$ cat config.mk
export PLATFORM = sky130hd
export DESIGN_NAME = planar_odometer_accumulator_top
export DESIGN_NICKNAME = d
export VERILOG_FILES = /design/src/design/poa_pkg.sv /design/src/design/planar_odometer_accumulator_top.sv
export SDC_FILE = /design/constraint.sdc
export NUM_CORES = 2
export LEC_CHECK = 0
export ABC_AREA = 1
export BUFFER_PORTS_ARGS = -buffer_cell sky130_fd_sc_hd__buf_2
export CAP_MARGIN = 20
export CORE_MARGIN = 4
export CORE_UTILIZATION = 65
export CTS_CLUSTER_SIZE = 10
export DETAILED_ROUTE_END_ITERATION = 12
export GPL_TIMING_DRIVEN = 0
export HOLD_SLACK_MARGIN = 0.12
export PLACE_DENSITY = 0.79
export SLEW_MARGIN = 15
export SYNTH_ARGS = -nofsm -noshare
export SYNTH_HDL_FRONTEND = slang
export SYNTH_SLANG_ARGS = --single-unit
$ cat constraint.sdc
create_clock -name aclk -period 15.2 [get_ports aclk]
set_input_delay 0.76 -clock aclk [delete_from_list [all_inputs] [get_ports aclk]]
set_output_delay 0.76 -clock aclk [all_outputs]
set_load 0.005 [all_outputs]
$ cat src/design/poa_pkg.sv
`timescale 1ns / 1ps
// poa_pkg: shared constants for the planar odometer accumulator
// no dependencies

package poa_pkg;

    // the square root retires one result bit per step, taking two radicand bits
    localparam int unsigned SQRT_DIGIT_W = 2;

    // low bits appended to the partial root to form the trial subtrahend (4*r + 1)
    localparam logic [SQRT_DIGIT_W-1:0] TRIAL_SUFFIX = 2'b01;

endpackage

$ cat src/design/planar_odometer_accumulator_top.sv
`timescale 1ns / 1ps
// planar_odometer_accumulator_top: euclidean path-length accumulator
// depends on poa_pkg (square root digit constants)
//
//  channel | ports                                  | direction | handshake
//  --------+----------------------------------------+-----------+---------------
//  input   | s_x_pos, s_y_pos                       | in        | s_valid/s_ready
//  result  | m_path_total, m_saturated              | out       | m_valid/m_ready
//
// one transaction runs through an accept step, two passes through the shared squarer,
// one add, POS_WIDTH + 1 steps of the bit-serial square root and one accumulate
// step, in that order; the root loop is by far the longest part of a transaction.
// s_ready is high only while the sequencer is idle; a finished total may still wait
// on m_ready while the next transaction is taken in, and the accumulate step waits
// until the output register is free. aresetn clears the position, total and flags.

module planar_odometer_accumulator_top
    import poa_pkg::*;
#(
    parameter int unsigned POS_WIDTH = 24,
    parameter int unsigned SUM_WIDTH = 40
) (
    input  logic                        aclk,
    input  logic                        aresetn,
    input  logic                        s_valid,
    output logic                        s_ready,
    input  logic signed [POS_WIDTH-1:0] s_x_pos,
    input  logic signed [POS_WIDTH-1:0] s_y_pos,
    output logic                        m_valid,
    input  logic                        m_ready,
    output logic        [SUM_WIDTH-1:0] m_path_total,
    output logic                        m_saturated
);

    localparam int unsigned RW    = POS_WIDTH + 1;            // root width
    localparam int unsigned NW    = SQRT_DIGIT_W * RW;        // radicand width
    localparam int unsigned PW    = 2 * POS_WIDTH;            // square width
    localparam int unsigned REM_W = RW + 3;                   // remainder width
    localparam int unsigned CW    = $clog2(RW);
    localparam int unsigned AW    = ((SUM_WIDTH > RW) ? SUM_WIDTH : RW) + 1;
    localparam logic [SUM_WIDTH-1:0] SUM_MAX = '1;
    localparam logic [CW-1:0]        LAST_STEP = CW'(RW - 1);

    typedef enum logic [2:0] {
        ST_IDLE,
        ST_SQX,
        ST_SQY,
        ST_SUM,
        ST_ROOT,
        ST_ACC
    } state_t;

    state_t                 state_reg, state_next;
    logic [POS_WIDTH-1:0]   prev_x_reg, prev_y_reg;
    logic                   first_pending_reg;
    logic [POS_WIDTH-1:0]   dx_reg, dy_reg;
    logic [PW-1:0]          prod_reg;
    logic [NW-1:0]          rad_reg;
    logic [REM_W-1:0]       rem_reg;
    logic [RW-1:0]          root_reg;
    logic [CW-1:0]          step_reg;
    logic [SUM_WIDTH-1:0]   sum_reg;
    logic                   sat_reg;
    logic                   m_valid_reg;

    // absolute differences against the stored position (origin on the first fix)
    logic [POS_WIDTH-1:0] ref_x, ref_y;
    logic [POS_WIDTH:0]   diff_x, diff_y, mag_x, mag_y;

    assign ref_x  = first_pending_reg ? '0 : prev_x_reg;
    assign ref_y  = first_pending_reg ? '0 : prev_y_reg;
    assign diff_x = {s_x_pos[POS_WIDTH-1], s_x_pos} - {ref_x[POS_WIDTH-1], ref_x};
    assign diff_y = {s_y_pos[POS_WIDTH-1], s_y_pos} - {ref_y[POS_WIDTH-1], ref_y};
    assign mag_x  = diff_x[POS_WIDTH] ? (~diff_x + (POS_WIDTH+1)'(1)) : diff_x;
    assign mag_y  = diff_y[POS_WIDTH] ? (~diff_y + (POS_WIDTH+1)'(1)) : diff_y;

    // shared squarer
    logic [POS_WIDTH-1:0] mul_op;
    logic [PW-1:0]        mul_res;

    assign mul_op  = (state_reg == ST_SQX) ? dx_reg : dy_reg;
    assign mul_res = PW'(mul_op) * PW'(mul_op);

    // one restoring square root step
    logic [REM_W-1:0] rem_shift, trial, rem_diff;
    logic             take_bit;

    assign rem_shift = {rem_reg[REM_W-SQRT_DIGIT_W-1:0], rad_reg[NW-1 -: SQRT_DIGIT_W]};
    assign trial     = {1'b0, root_reg, TRIAL_SUFFIX};
    assign take_bit  = (rem_shift >= trial);
    assign rem_diff  = rem_shift - trial;

    // saturating accumulate
    logic [AW-1:0] add_wide;
    logic          add_over;

    assign add_wide = AW'(sum_reg) + AW'(root_reg);
    assign add_over = (add_wide > AW'(SUM_MAX));

    // result register loads on the accumulate step once the previous total is taken
    logic acc_fire;

    assign acc_fire = (state_reg == ST_ACC) && (!m_valid_reg || m_ready);

    // sequencer next state
    always_comb begin
        state_next = state_reg;
        unique case (state_reg)
            ST_IDLE: if (s_valid) state_next = ST_SQX;
            ST_SQX:  state_next = ST_SQY;
            ST_SQY:  state_next = ST_SUM;
            ST_SUM:  state_next = ST_ROOT;
            ST_ROOT: if (step_reg == LAST_STEP) state_next = ST_ACC;
            ST_ACC:  if (!m_valid_reg || m_ready) state_next = ST_IDLE;
            default: state_next = ST_IDLE;
        endcase
    end

    // state and datapath registers
    always_ff @(posedge aclk) begin
        if (!aresetn) begin
            state_reg         <= ST_IDLE;
            prev_x_reg        <= '0;
            prev_y_reg        <= '0;
            first_pending_reg <= 1'b1;
            sum_reg           <= '0;
            sat_reg           <= 1'b0;
            m_valid_reg       <= 1'b0;
        end else begin
            state_reg <= state_next;
            if (m_valid_reg && m_ready && !acc_fire) begin
                m_valid_reg <= 1'b0;
            end
            unique case (state_reg)
                ST_IDLE: begin
                    if (s_valid) begin
                        dx_reg            <= mag_x[POS_WIDTH-1:0];
                        dy_reg            <= mag_y[POS_WIDTH-1:0];
                        prev_x_reg        <= s_x_pos;
                        prev_y_reg        <= s_y_pos;
                        first_pending_reg <= 1'b0;
                    end
                end
                ST_SQX: begin
                    prod_reg <= mul_res;
                end
                ST_SQY: begin
                    rad_reg  <= NW'(prod_reg);
                    prod_reg <= mul_res;
                end
                ST_SUM: begin
                    rad_reg  <= rad_reg + NW'(prod_reg);
                    rem_reg  <= '0;
                    root_reg <= '0;
                    step_reg <= '0;
                end
                ST_ROOT: begin
                    rad_reg  <= rad_reg << SQRT_DIGIT_W;
                    rem_reg  <= take_bit ? rem_diff : rem_shift;
                    root_reg <= {root_reg[RW-2:0], take_bit};
                    step_reg <= step_reg + CW'(1);
                end
                ST_ACC: begin
                    if (acc_fire) begin
                        sum_reg     <= add_over ? SUM_MAX : add_wide[SUM_WIDTH-1:0];
                        sat_reg     <= add_over || (add_wide == AW'(SUM_MAX));
                        m_valid_reg <= 1'b1;
                    end
                end
                default: begin
                end
            endcase
        end
    end

    assign s_ready      = (state_reg == ST_IDLE);
    assign m_valid      = m_valid_reg;
    assign m_path_total = sum_reg;
    assign m_saturated  = sat_reg;

`ifndef SYNTH
    // saturation flag only ever accompanies the maximum total
    assert property (@(posedge aclk) disable iff (!aresetn)
        m_saturated |-> (m_path_total == SUM_MAX))
        else $error("saturated flag without maximum total");

    // sequencer drops ready right after taking a transaction
    assert property (@(posedge aclk) disable iff (!aresetn)
        (s_valid && s_ready) |=> !s_ready)
        else $error("ready held after accept");

    // a new result only appears out of the accumulate step
    assert property (@(posedge aclk) disable iff (!aresetn)
        $rose(m_valid) |-> $past(state_reg == ST_ACC))
        else $error("result raised outside accumulate step");

    // a total never shrinks while the block runs
    assert property (@(posedge aclk) disable iff (!aresetn)
        (state_reg == ST_ACC) && $past(aresetn) |=> (sum_reg >= $past(sum_reg)))
        else $error("total decreased");
`endif

endmodule
# Word level (Yosys, flattened, before mapping)
# Index checks and enable logic that the tools add are counted.
# totals
ff_bits,296
inputBits,52
out_inout_bits,43
wordCells,73
# op_classes
addsub,8
mul,1
n_lt_le_gt_ge,2
n_eq_ne,10
mux,18
bitwise,2
n_reduce_logical,18
# ops
op,n
$pmux 50 s3,1
$mux 24,5
$pmux 26 s2,1
$add 50x48->50,1
$pmux 25 s2,1
$sub 24x24->25,2
$add 24x1->24 const B,2
$mul 24x24->48,1
$not 24->24,2
$add 40x25->41,1
$eq 41x40->1 const B,1
$gt 41x40->1 const B,1
$mux 40,1
$ge 28x27->1,1
$mux 26,1
$sub 26x26->26,1
$pmux 3 s6,1
$pmux 5 s2,1
$reduce_and 2->1,5
$mux 3,3
$eq 3x2->1 const B,2
$eq 3x3->1 const B,2
$reduce_and 3->1,2
$add 5x1->5 const B,1
12 further kinds,19

# Logic depth before layout (Yosys ltp)
# logic_depth
ltp_word,8
mapped_depth,37
mapped_depth_nobuf,35

# Least setup slack after synthesis
# OpenSTA, ideal clock, no wires.
# synth_path
path_kind,flip-flop to flip-flop
from,register state_reg[2]
to,"register prod_reg[34], data pin"
setup_time_ns,0.266
arrival_ns,6.961
required_ns,14.934
setup_slack_ns,7.974
path_stages_with_launch,29
path_buffers,2
period_less_slack_ns,7.226
cell_sequence,dfxtp_1 > inv_1 > nand2_1 > clkbuf_1 > o21ai_1 > inv_1 > clkbuf_1 > nor2_1 > fa_1 > inv_1 > fa_1 > inv_1 > fa_1 > inv_1 > fa_1 > inv_1 > fa_1 > fa_1 > inv_1 > fa_1 > inv_1 > ha_1 > a21oi_1 > o21ai_0 > a21oi_1 > nand3_1 > a21boi_0 > o221ai_1 > xor2_1
# synth_via
elab_chain_len,3
# synth_lines
element,line,text
"start, declared",planar_odometer_accumulator_top.sv:53,"state_t state_reg, state_next;"
"start signal, assigned",planar_odometer_accumulator_top.sv:130,state_reg <= state_next;
$eq 3x1->1,planar_odometer_accumulator_top.sv:81,assign mul_op = (state_reg == ST_SQX) ? dx_reg : dy_reg;
$mux 24,planar_odometer_accumulator_top.sv:81,
$mul 24x24->48,planar_odometer_accumulator_top.sv:82,assign mul_res = PW'(mul_op) * PW'(mul_op);
named net mul_res[34],planar_odometer_accumulator_top.sv:79,logic [PW-1:0] mul_res;
"end signal, assigned",planar_odometer_accumulator_top.sv:145,prod_reg <= mul_res;
"end signal, assigned",planar_odometer_accumulator_top.sv:149,prod_reg <= mul_res;
"end, declared",planar_odometer_accumulator_top.sv:57,logic [PW-1:0] prod_reg;
# The timed path passes the listed nets, and every way through them passes these cells.
# A chain may end at the register's enable or synchronous reset.

# Worst setup path in the final report
# layout_path
from,register state_reg[0]
to,"register prod_reg[34], data pin"
# The elaborated chain is that of the path after synthesis.

==> reports/qor.txt <==
Yosys warnings: 0
Routed len/inst: 17.9 µm
Setup crit start kind: register
Synth Instances: 5181
Worst R2R Path Depth: 29
Drt pass-1 iters: 6
Total grt overflow: 0
Clock root cell: clkbuf_16
Top cells by area, synth: fa_1 22%, edfxtp_1 16%, nand2_1 11%, inv_1 11%, ha_1 10%
Core box area: 59000 µm²
Detailed Route Iter0 Violations: 3101
Worst-Margin Slew: 1.07 ns
CTS tree: yes
TritonCTS sink count: 295
Vias in the first global route: 34.2k
Total negative slack: 0 ns
Final Hold Viols: 0
Die area: 63700 µm²
Tmin final: 9.63 ns
Max Clock Skew: 0.0266 ns
Slowest-stage cell, CP: o21ai_1
Rows: 89
Most used DFF post-synth: edfxtp_1
Final setup violation count: 0
GP Congestion: 1.01
Yosys reg bits: 295
Most common cell on crit path: fa_1
Slew headroom: 27.7%
Chip Width: 252 µm
Register area share after synthesis: 20.4%
Area delta synth->final: 7.06%
Status: completed
Final ANT Viol Nets: 0
Initial antenna violation count: 0
Data arrival time of the worst path: 9.91 ns
Post-route worst setup slack: 5.57 ns
CP endpoint kind: register
Largest net degree at the start of global routing: 30
Port bufs: 94
Io pins: 95
CTS buffer count: 38
Final Max Tran Viols: 0
CP Data Required Time: 15.48 ns
Vias per cell: 5.64
Mean Syn Cell Area: 7.49 µm²
Final #Nets: 6128
Fin crit share: 63.4%
Total GRT Usage: 34.6%
Filler cell count: 5061
Layout cell share with drive strength beyond 1: 4.27%
Netlist cell types: 52
WHS Path Cells: 2
Mapped Nets: 5988
Max FFs per register: 50
Post-CTS setup buffer count: 0
Commonest non-fill, non-tap cell in the layout: nand2_1
Die height: 252 µm
Most frequent cells in the layout: 1142 x nand2_1, 1091 x inv_1, 533 x nor2_1
EDFF count, synth: 201
Cell taking the most area after synthesis: fa_1
First-pass GRT wire length: 176 mm
H-tree depth: 2
Max_cap viols: 0
WS Path Type: register to register
Hpwl dp: 89.9 mm
Max frequency: 104 MHz
Netlist Area Pre-Place: 38800 µm²
FFs w/ async S/R, synth: 0%
Clock transition at the registers of the reported paths: 0.05 ns
Post-CTS Resized: 0
Area share of the largest cell type after synthesis: 22.4%
Pre-CTS setup slack: 5.84 ns
Maximum clock path buffer count: 3
Later-pin clock latency in the skew report: 0.56 ns
Max incr delay on CP: 0.85 ns
DRC violations left: 0
Initial Utilization: 65.7%
Min-delay worst type: register to register
Worst Path Max Fanout: 10
Vias: 34.5k
Inserted Diodes: 0
Routed WL: 109 mm
Hold-fix buffers at CTS: 0
RSZ-0062 raised after global routing: false
-- synth_stat cells, types with 5 or more instances --
cell	number
a22o_1	5
a21oi_1	317
o21a_1	6
o21ai_2	10
a221oi_1	11
or2_2	11
a21boi_0	9
dfxtp_1	94
nor4_1	9
nand4_1	56
buf_1	9
nand2_2	6
edfxtp_1	201
nand3b_1	15
o21ai_1	24
o21ai_0	179
o21bai_1	19
xnor2_1	43
inv_1	1091
buf_2	13
xor2_1	85
nand3_1	269
nor2_1	535
a31oi_1	41
fa_1	435
clkbuf_1	85
o211ai_1	13
nor3_1	43
nor2_2	8
nand2_1	1142
inv_2	8
a21o_1	20
clkinv_1	9
o221a_2	5
ha_1	320
o31ai_1	5
-- logic make-up after synthesis --
| kind of cell | share of synthesized area (%) |
|---|---|
| AO/OA/AOI/OAI | 9.76 |
| buffers and inverters | 11.9 |
| XOR/XNOR | 2.93 |
| adder cells (fa/ha/maj) | 32.8 |
| flip-flops | 20.4 |
| AND/OR/NAND/NOR | 22.3 |
-- cell type report --
| class | count | area [µm²] | share of cell area, % |
|---|---|---|---|
| sequential | 295 | 7920 | 19.1 |
| buffer | 109 | 440 | 1.06 |
| clock inverter | 9 | 65.1 | 0.157 |
| timing repair buffer | 100 | 598 | 1.44 |
| clock buffer | 54 | 1070 | 2.58 |
| multi-input combinational | 3669 | 26300 | 63.4 |
| inverter | 1108 | 4160 | 10.0 |
| tap | 773 | 967 | 2.33 |
-- layer usage --
metal	GRT usage [%]	wire length (µm)	vias up
li1	-	-	16600
met1	48.2	46400	16100
met2	55.0	48900	1566
met3	6.53	9910	271
met4	11.7	4200	0
met5	0	0	-
-- worst max-delay path, delay by kind of cell (launching register included) --
kind	cells	cell delay [ns]
AO/OA/AOI/OAI	6	2.21
XOR/XNOR	1	0.17
flip-flops	1	0.37
buffers and inverters	10	2.06
adder cells (fa/ha/maj)	8	3.56
AND/OR/NAND/NOR	4	0.96
-- through the flow --
| step | cell area (µm²) | instances | utilization [%] | hold slack (ns) |
|---|---|---|---|---|
| after floorplan | 38800 | 5181 | - | 0.431 |
| after global placement | 40200 | 6048 | 68.2 | 0.442 |
| after detailed placement | 40400 | 6053 | 68.5 | 0.449 |
| after CTS | 41500 | 6116 | 70.4 | 0.457 |
| after global routing | 41500 | 6117 | 70.4 | 0.475 |
| final | 41500 | 6117 | 70.4 | 0.458 |
-- final timing paths --
| path | start | to | slack [ns] |
|---|---|---|---|
| worst max-delay path | state_reg[0]$_SDFFE_PN0P_ | prod_reg[34]$_DFFE_PP_ | 5.57 |
| worst min-delay path | prev_y_reg[0]$_SDFFE_PN0P_ | prev_y_reg[0]$_SDFFE_PN0P_ | 0.46 |
| worst max register to register | state_reg[0]$_SDFFE_PN0P_ | prod_reg[34]$_DFFE_PP_ | 5.57 |
| worst min register to register | prev_y_reg[0]$_SDFFE_PN0P_ | prev_y_reg[0]$_SDFFE_PN0P_ | 0.46 |
Power is left out: the tool's default activity adds up to more than one toggle a clock period on the data nets, which glitch-free logic cannot reach.
